==> src/design/lzbd_pkg.sv <==
// Shared constants and types for the LZSS block decoder.
`default_nettype none

package lzbd_pkg;

   localparam int WIN_BYTES = 4096;
   localparam int WIN_AW    = $clog2(WIN_BYTES);
   localparam int MAX_COPY  = 18;
   localparam int CNT_W     = $clog2(MAX_COPY + 1);

   localparam logic [WIN_AW-1:0] FILL_LIMIT = WIN_AW'(4078);
   localparam logic [7:0]        FILL_BYTE  = 8'h20;

   // Configuration register values seen by the datapath.
   typedef struct packed {
      logic [23:0] expected_size;
      logic        signed_checksum;
   } cfg_type;

   // Window access for one cycle.
   typedef struct packed {
      logic              clear;
      logic              wr_en;
      logic [WIN_AW-1:0] wr_addr;
      logic [7:0]        wr_data;
      logic              rd_en;
      logic [WIN_AW-1:0] rd_addr;
   } win_req_type;

endpackage

`default_nettype wire

==> src/design/lzbd_csr.sv <==
// APB configuration registers of the LZSS block decoder.
`default_nettype none

module lzbd_csr
   import lzbd_pkg::*;
(
   input  wire logic        clock,
   input  wire logic        reset,
   input  wire logic        psel,
   input  wire logic        penable,
   input  wire logic        pwrite,
   input  wire logic [2:0]  paddr,
   input  wire logic [31:0] pwdata,
   output logic      [31:0] prdata,
   output logic             pready,
   output cfg_type          cfg
);

   localparam logic REG_EXPECTED_SIZE = 1'b0;
   localparam logic REG_SIGNED_CKSUM  = 1'b1;

   logic [23:0] size_ff, size_in;
   logic        sgn_ff, sgn_in;
   logic        wr_acc;

   assign pready = 1'b1;
   assign wr_acc = psel && penable && pwrite;

   always_comb begin
      size_in = size_ff;
      sgn_in  = sgn_ff;
      if (wr_acc) begin
         case (paddr[2])
            REG_EXPECTED_SIZE: size_in = pwdata[23:0];
            REG_SIGNED_CKSUM:  sgn_in  = pwdata[0];
            default: ;
         endcase
      end
   end

   always_ff @(posedge clock) begin
      if (reset) begin
         size_ff <= '0;
         sgn_ff  <= 1'b0;
      end else begin
         size_ff <= size_in;
         sgn_ff  <= sgn_in;
      end
   end

   always_comb begin
      case (paddr[2])
         REG_EXPECTED_SIZE: prdata = {8'h00, size_ff};
         REG_SIGNED_CKSUM:  prdata = {31'h0, sgn_ff};
         default:           prdata = '0;
      endcase
   end

   assign cfg.expected_size   = size_ff;
   assign cfg.signed_checksum = sgn_ff;

endmodule

`default_nettype wire

==> config.mk <==
export PLATFORM = sky130hd
export DESIGN_NAME = lzbd_csr
export DESIGN_NICKNAME = d
export VERILOG_FILES = /design/src/design/lzbd_pkg.sv /design/src/design/lzbd_csr.sv
export SDC_FILE = /design/constraint.sdc
export NUM_CORES = 1
export LEC_CHECK = 0
export BUFFER_PORTS_ARGS = -buffer_cell sky130_fd_sc_hd__buf_2
export CAP_MARGIN = 20
export CELL_PAD_IN_SITES_DETAIL_PLACEMENT = 1
export CELL_PAD_IN_SITES_GLOBAL_PLACEMENT = 1
export CORE_MARGIN = 4
export CORE_UTILIZATION = 30
export DETAILED_ROUTE_END_ITERATION = 12
export PLACE_DENSITY_LB_ADDON = 0.1
export SLEW_MARGIN = 30
export SYNTH_ARGS = -nofsm -noshare
export SYNTH_HDL_FRONTEND = slang
export SYNTH_SLANG_ARGS = --single-unit
==> constraint.sdc <==
create_clock -name clock -period 2.6 [get_ports clock]
set_clock_uncertainty 0.2 [all_clocks]
set_input_delay 0.13 -clock clock [delete_from_list [all_inputs] [get_ports clock]]
set_output_delay 0.13 -clock clock [all_outputs]
set_load 0.02 [all_outputs]
* Word level (Yosys, flattened, before mapping)
Index checks and enable logic that the tools add are counted.
Word-level totals: word-level logic and storage cells 8, bits in read-only memories 0, bits in writable memories 0, memories 0, bits in latches 0, register bits 25
Cells by class: reduce and logical (&&, ||, !) cells 4, order comparisons 0, muxes and demuxes 1, multiply operators 0, equality and inequality tests 0, shift operators 0, $add $sub $neg 0, bitwise logic cells 1, divide/modulo/power cells 0
Operator list (number):
- 32-bit one-hot mux with 2 select lines | 1
- 2-bit AND reduction | 2
- 1-bit logical AND | 2
- 1-bit inverter | 1

* Depth between registers and ports, before layout
Gate-level depths: netlist of the first run.
depth in word-level cells 3, mapped depth 4, depth with buffers taken out 2

* Worst setup path before layout of the first run
OpenSTA, ideal clock, no wires.
path type register -> output, from register size_ff[10], to output prdata[10], path slack 1.464 ns, data required time 2.270 ns, cell stages (with the launch flop) 2, buffers on the path 0, data arrival time 0.806 ns, cells stage by stage dfxtp_1 > nor2b_1
On the way: cells in the longest elaborated chain, start to end 1
Ends and longest elaborated chain:
- start, declared | RTL line lzbd_csr.sv:22 | logic [23:0] size_ff, size_in;
- start signal, assigned | RTL line lzbd_csr.sv:46 | size_ff <= size_in;
- 32-bit one-hot mux with 2 select lines | RTL line lzbd_csr.sv:52 | case (paddr[2])
- end, declared | RTL line lzbd_csr.sv:14 | output logic [31:0] prdata,
Every way passes these cells. The select of a mux whose other input is x is not followed.

* Worst setup path in the final report of the first run
from input pwrite, to register sgn_ff
On the way: cells in the longest elaborated chain, start to end 2
Ends and longest elaborated chain:
- start, declared | RTL line lzbd_csr.sv:11 | input wire logic pwrite,
- 1-bit logical AND | RTL line lzbd_csr.sv:27 | assign wr_acc = psel && penable && pwrite;
- 2-bit AND reduction (no source line)
- end signal, assigned | RTL line lzbd_csr.sv:47 | sgn_ff <= sgn_in;
- end, declared | RTL line lzbd_csr.sv:23 | logic sgn_ff, sgn_in;
Every way passes these cells. A chain may end at the register's enable or synchronous reset.

==> impl_results.md, run 1 <==
* Outcome: complete, no violations
* Crit path max fanout at 2
* Via count of the first global-routing pass at 1401
* Post-Synth Adder-Cell Area at 0%
* Largest family of logic cells by synthesized area: simple AND/OR/NAND/NOR gates
* CP Cell Sequence: dlygate4sd3_1 > buf_2 > nand4_1 > dlygate4sd3_1 > mux2i_1
* RSZ-0062 raised after global routing: no
* Reg2Reg Capture Point: size_ff[22]$_SDFFE_PP0P_
* H-tree depth at 1
* Mux cell area share after synthesis at 18.7%
* Max VDD drop at 0.166 mV
* Global-route wire length before repair at 6660 microns
* Diodes inserted at 0
* Critical Path End Type: flip-flop
* Post-route minimum period at 1.60 ns
* CTS Buffer Depth at 2
* Drt total wl at 3930 microns
* Vias per cell at 4.42
* ANT nets after route at 0
* Final Non-Filler Cells at 296
* Area share of xor/xnor cells in the synthesized design at 0%
* Layout net count at 285
* Total grt overflow at 0
* Reg2reg setup slack at 1.76 ns
* Die area at 0.00581 sq mm
* Reg area at 500 sq um
* HP Start: size_ff[14]$_SDFFE_PP0P_
* Cells on worst reg2reg path at 2
* Die Y at 76.2 microns
* Critical path class: input port to flip-flop
* Synth Register Bits at 25
* Area of the multi-input gates at 769 sq um
* Mapped Area at 0.00140 sq mm
* HP Class: flip-flop to flip-flop
* Area delta synth->final at 46.5%
* Setup TNS at 0 ns
* Iter 0 DRT Violations at 34
* Max Slew Vio Count at 0
* CTS Root Cell: clkbuf_8
* Slew at the pin closest to its max-slew limit at 0.597 ns
* Placed cell count at 266
* Leak pwr at 0.000988 uW
* Setup crit start kind: input port
* Crit-path slowest cell: dlygate4sd3_1
* Setup Buffers After CTS at 0
* Largest stage delay on the critical path at 0.57 ns
* GR Util All Layers at 13.6%
* Final Hold Viols at 0
* TritonCTS clock tree: done
* Clock sinks at 25
* Worst-path clk slew at 0.09 ns
* Worst hold path stage count at 2
* Register area share after synthesis at 35.8%
* CP most frequent cell: dlygate4sd3_1
* CP Buf/Inv Count at 3
* CTS Buf Count at 3
* # port buffers at 78
* Core area at 0.00444 sq mm
* Fraction of layout cells with a size suffix above 1 at 35.7%
* Syn Area/Cell at 9.50 sq um
* Die extent in x at 76.2 microns
* Worst Setup SP: pwrite
* Hold Path End: size_ff[14]$_SDFFE_PP0P_
* Simple-gate share of the synthesized area at 34.0%
* I/O Pins at 98
* P per Cell Area at 379 mW/mm^2
* Worst path top cell family by delay: buffers and inverters
* Yosys cell types at 13
* Worst skew pair latency at 0.26 ns
* Complex-gate fraction of the synthesized area at 0%
* Initial antenna violation count at 0
* Largest net degree at the start of global routing at 50
* Final setup fails at 0
* CP required at 2.60 ns
* Fillers at 545
* Fmax at 623 MHz
* Synth warn at 0
* Hold slack at 0.286 ns
* GP Congestion at 0.656
* Via Count at 1307
* Post-DR wirelength/cell at 13.3 microns
* Number of max-cap violations at 0
* Reg2reg start: size_ff[22]$_SDFFE_PP0P_
* Arrival @ worst endpoint at 1.60 ns
* Dpl hpwl at 2780 microns
* First-pass DRT Iterations at 3
* Drt drc at 0
* Cell count after synthesis at 147
* FP Rows at 24
* Initial Util at 31.4%
* Relative max-transition margin at 60.2%
* Crit share post-route at 61.7%
==> synthesized netlist by cell type (all sizes together) <==
library cell / count / area, sq um
mux2i: 25 / 250
conb: 2 / 7.51
nand2b: 49 / 307
nor2b: 20 / 125
and2b: 3 / 26.3
clkbuf: 7 / 26.3
nand4: 1 / 6.26
mux2: 1 / 11.3
dfxtp: 25 / 500
and4b: 1 / 10.0
buf: 13 / 126
==> cells by family (layout without fill, tap and decap cells) <==
family / Yosys count / after routing
other: 2 / 9
flip-flops: 25 / 25
buffers and inverters: 20 / 110
AND/OR/NAND/NOR: 74 / 74
multiplexers: 26 / 26
==> cell usage in the layout (no fill, tap or decap), drive strengths merged <==
cell type / synthesis / layout
nor2b: 20 / 20
nand2b: 49 / 49
and2b: 3 / 3
mux2: 1 / 1
and4b: 1 / 1
conb: 2 / 9
dfxtp: 25 / 25
clkbuf: 7 / 4
buf: 13 / 80
dlygate4sd3: 0 / 26
nand4: 1 / 1
mux2i: 25 / 25
==> per-layer routing <==
| layer | part of all wire [%] | vias to the layer above | GRT usage [%] |
|---|---|---|---|
| li1 | - | 639 | - |
| met1 | 40 | 618 | 14.9 |
| met4 | 0.56 | 0 | 2.36 |
| met2 | 54 | 48 | 26.2 |
| met3 | 5.8 | 2 | 3.55 |
| met5 | 0 | - | 0 |
==> worst max-delay path by stage <==
stage,end,slack (ns),cells past startpoint
final,sgn_ff$_SDFFE_PP0P_,1.0,5
after global routing,sgn_ff$_SDFFE_PP0P_,0.93,5
after CTS,sgn_ff$_SDFFE_PP0P_,0.99,5
after detailed placement,size_ff[13]$_SDFFE_PP0P_,1.05,4
after global placement,size_ff[11]$_SDFFE_PP0P_,1.14,4
after floorplan,prdata[10],1.46,1
==> repair_timing <==
| action | CTS | global route |
|---|---|---|
| hold endpoints to repair | 25 | 0 |
| resized for setup | 0 | 0 |
| hold buffers | 26 | 0 |
==> stage by stage <==
step                      instance area, sq um  util [%]  power (uW)  setup slack (ns)
after floorplan                           1420         -         496              1.46
after global placement                    1740      39.2         522              1.14
after detailed placement                  1740      39.2         527              1.05
after CTS                                 2050      46.0         795             0.995
after global routing                      2050      46.0         818             0.926
final                                     2050      46.0         776             0.996
==> flip-flops by register name, indices dropped and copies added (netlist names) <==
| signal | flops |
|---|---|
| size_ff | 24 |
| sgn_ff | 1 |
==> worst reg2reg max path, delay by kind of cell, from the launching register on <==
| family | cells | cell delay (ns) |
|---|---|---|
| flip-flops | 1 | 0.36 |
| multiplexers | 1 | 0.14 |
| AND/OR/NAND/NOR | 1 | 0.07 |
==> power by group <==
part	total, uW	internal, uW	switching (uW)
logic	150	76.5	73.5
clock network	229	109	119
registers	397	391	6.04
==> final cells by class <==
class / instances / share of cell area [%]
clock buffers: 4 / 2.20
multi-input cells: 109 / 37.6
flip-flops and latches: 25 / 24.5
repair buffers: 106 / 32.5
well taps: 52 / 3.18
(Power assumes the default switching activity.)
==> inputs of run 2 (changes only) <==
- ABC_AREA: unset -> 1
- CORE_UTILIZATION: 30 -> 26
- clock period: 2.6 -> 1.7 ns (I/O delays scaled with it)
==> run 2 against run 1 <==
Routed wire length rose by 9.0%. Combinational power increased by 97%. Hold slack worse by 0.24 ns. Worst setup slack got worse by 0.83 ns. Critical path type unchanged. Sequential share of layout area shrank 0.63 points. Non-clock buffer count rose by 2. Sequential power is 56% higher. Via count is 19% higher. Synthesized cell count is 55% higher. Core utilization shrank 5.7 points. Clock power grew 59%.
==> impl_results.md, run 2 <==
* Outcome: complete, no violations
* Setup crit start kind: input port
* Diodes inserted at 0 (unchanged)
* Total routed wire length on the met1 layer at 1880 microns (+19%)
* Dpl hpwl at 2960 microns (+6.2%)
* Final setup fails at 0 (unchanged)
* Pre-CTS setup slack at 0.504 ns (-0.549 ns)
* Total grt overflow at 0 (unchanged)
* Resize count post-CTS at 0 (unchanged)
* Fmax at 650 MHz
* Placed cell count at 365 (+37%)
* Number of synthesized flops with an enable pin at 0 (unchanged)
* Max Slew Vio Count at 0 (unchanged)
* Largest net degree at the start of global routing at 27 (-46%)
* CTS Root Cell: clkbuf_8
* Most common cell after layout, fill and taps aside: buf_2
* Worst-path clk slew at 0.09 ns (about the same)
* Largest Register: size_ff
* Largest registers: size_ff: 24 flops, sgn_ff: 1 flops
* Via count of the first global-routing pass at 1499 (+7.0%)
* First-pass DRT Iterations at 4 (+1)
* Initial antenna violation count at 0 (unchanged)
* Fraction of layout cells with a size suffix above 1 at 29.1% (-6.5 points)
* Register area share after synthesis at 35.1% (-0.79 points)
* H-tree depth at 1 (unchanged)
* GR Util All Layers at 13.3% (-0.27 points)
* CP required at 1.67 ns (-0.93 ns)
* Post-synth top area share at 35.1% (-0.79 points)
* Async SR Flop Fraction at 0% (unchanged)
* Layout net count at 367 (+29%)
* Max VDD drop at 0.359 mV (+120%)
* Crit share post-route at 90.5%
* Post-synth top cells: nor2_1 (69), inv_1 (47), nand2_1 (28), dfxtp_1 (25), nand3_1 (25)
* GP Congestion at 0.644 (-2.0%)
* CTS Buf Count at 3 (unchanged)
* Top Layer Used: met4
* Mapped Area at 0.00143 sq mm (+2.2%)
* Drt drc at 0 (unchanged)
* Critical Path End Type: flip-flop
* RSZ-0062 raised after global routing: no
* Area delta synth->final at 47.1%
* Synth Register Bits at 25 (unchanged)
* Main synth FF type: dfxtp_1
* Yosys cell types at 17 (+4)
* WL met2 at 2070 microns (-1.4%)
* FP Rows at 26 (+8.3%)
* Clock sinks at 25 (unchanged)
* Syn Area/Cell at 6.26 sq um (-34%)
* Post-DR wirelength/cell at 10.8 microns (-19%)
* Util after Layout at 40.3% (-5.7 points)
* Die extent in x at 82.1 microns (+7.7%)
* Cell count after synthesis at 228 (+55%)
* Final Non-Filler Cells at 396 (+34%)
* Final Hold Viols at 0 (unchanged)
* Leak pwr at 0.00118 uW (+20%)
* Commonest cells after routing, fill and taps aside: buf_2 (78), nor2_1 (69), inv_1 (47)
* Vias per cell at 3.93 (-11%)
* Die Y at 82.1 microns (+7.7%)
* ANT nets after route at 0 (unchanged)
* Core area at 0.00520 sq mm (+17%)
* P per Cell Area at 609 mW/mm^2 (+61%)
* Via Count at 1556 (+19%)
* CTS Buffer Depth at 2 (unchanged)
* Post-route minimum period at 1.54 ns
* Synth area leaders: dfxtp_1 (35%), nor2_1 (18%), inv_1 (12%), nand3_1 (8.8%), nand2_1 (7.4%)
* # port buffers at 78 (unchanged)
* Synth warn at 0 (unchanged)
* Wire length on met3 at 319 microns (+41%)
* Worst skew pair latency at 0.27 ns (about the same)
* TritonCTS clock tree: done
* Final WS setup at 0.162 ns (-0.834 ns)
* Iter 0 DRT Violations at 38 (+12%)
* Die area at 0.00674 sq mm (+16%)
* Setup TNS at 0 ns (unchanged)
* I/O Pins at 98 (unchanged)
* Max reg flops at 24 (unchanged)
* Global-route wire length before repair at 6980 microns (+4.8%)
* Number of max-cap violations at 0 (unchanged)
* Critical path class: input port to flip-flop
* Drt total wl at 4280 microns (+9.0%)
* Arrival @ worst endpoint at 1.50 ns (-0.10 ns)
* Setup Buffers After CTS at 0 (unchanged)
* Crit path max fanout at 1 (-1)
* Initial Util at 27.4% (-4.0 points)
* HP Class: input port to flip-flop
* Most numerous cell in the Yosys netlist: nor2_1
* Area leader, netlist: dfxtp_1
* Hold slack at 0.0469 ns (-0.239 ns)
-- run 2: final timing paths --
| path | start | to | slack, ns | cells after the start |
|---|---|---|---|---|
| setup / recovery | pwdata[21] | size_ff[21]$_SDFFE_PP0P_ | 0.16 | 7 |
| hold / removal | reset | size_ff[18]$_SDFFE_PP0P_ | 0.05 | 4 |
| setup reg to reg | size_ff[21]$_SDFFE_PP0P_ | size_ff[21]$_SDFFE_PP0P_ | 0.36 | 3 |
| hold reg to reg | size_ff[9]$_SDFFE_PP0P_ | size_ff[9]$_SDFFE_PP0P_ | 0.30 | 2 |
-- run 2: cell type report --
cell class / count / area [sq um]
Clock buffer: 3 / 41.3
Clock inverter: 1 / 5.00
Fill cell: 712 / 3110
Inverter: 50 / 188
Multi-Input combinational cell: 139 / 594
Sequential cell: 25 / 500
Tap cell: 70 / 87.6
Timing Repair Buffer: 108 / 683
-- run 2: power by group --
part | internal [uW] | switching [uW]
registers | 606 | 14.1
logic | 122 | 173
clock network | 164 | 200
-- run 2: cells by family after synthesis --
group                  synth area share [%]
AOI/OAI and AO/OA                     0.350
buffers and inverters                  25.2
DFF                                    35.1
other                                 0.526
and+or+nand+nor                        38.9
-- run 2: routing by layer --
| metal | track usage, % | vias up |
|---|---|---|
| li1 | - | 825 |
| met1 | 16.1 | 679 |
| met2 | 24.1 | 50 |
| met3 | 3.80 | 2 |
| met4 | 1.50 | 0 |
| met5 | 0 | - |
-- run 2: worst max-delay path: stages --
cell and delay [ns]:
dlygate4sd3_1 0.53, buf_2 0.12, inv_1 0.04, nand3_1 0.06
nand2_1 0.08, nor2_1 0.05, dlygate4sd3_1 0.55
-- run 2: per-stage QoR --
step	area (sq um)	power, uW
after detailed placement	1780	888
after CTS	2100	1300
after global routing	2100	1370
after floorplan	1450	823
final	2100	1280
after global placement	1780	884
-- run 2: what timing repair did --
action                     4_1_cts  5_1_grt
hold buffers                    27        0
setup endpoints to repair        0        0
hold endpoints to repair        25        0
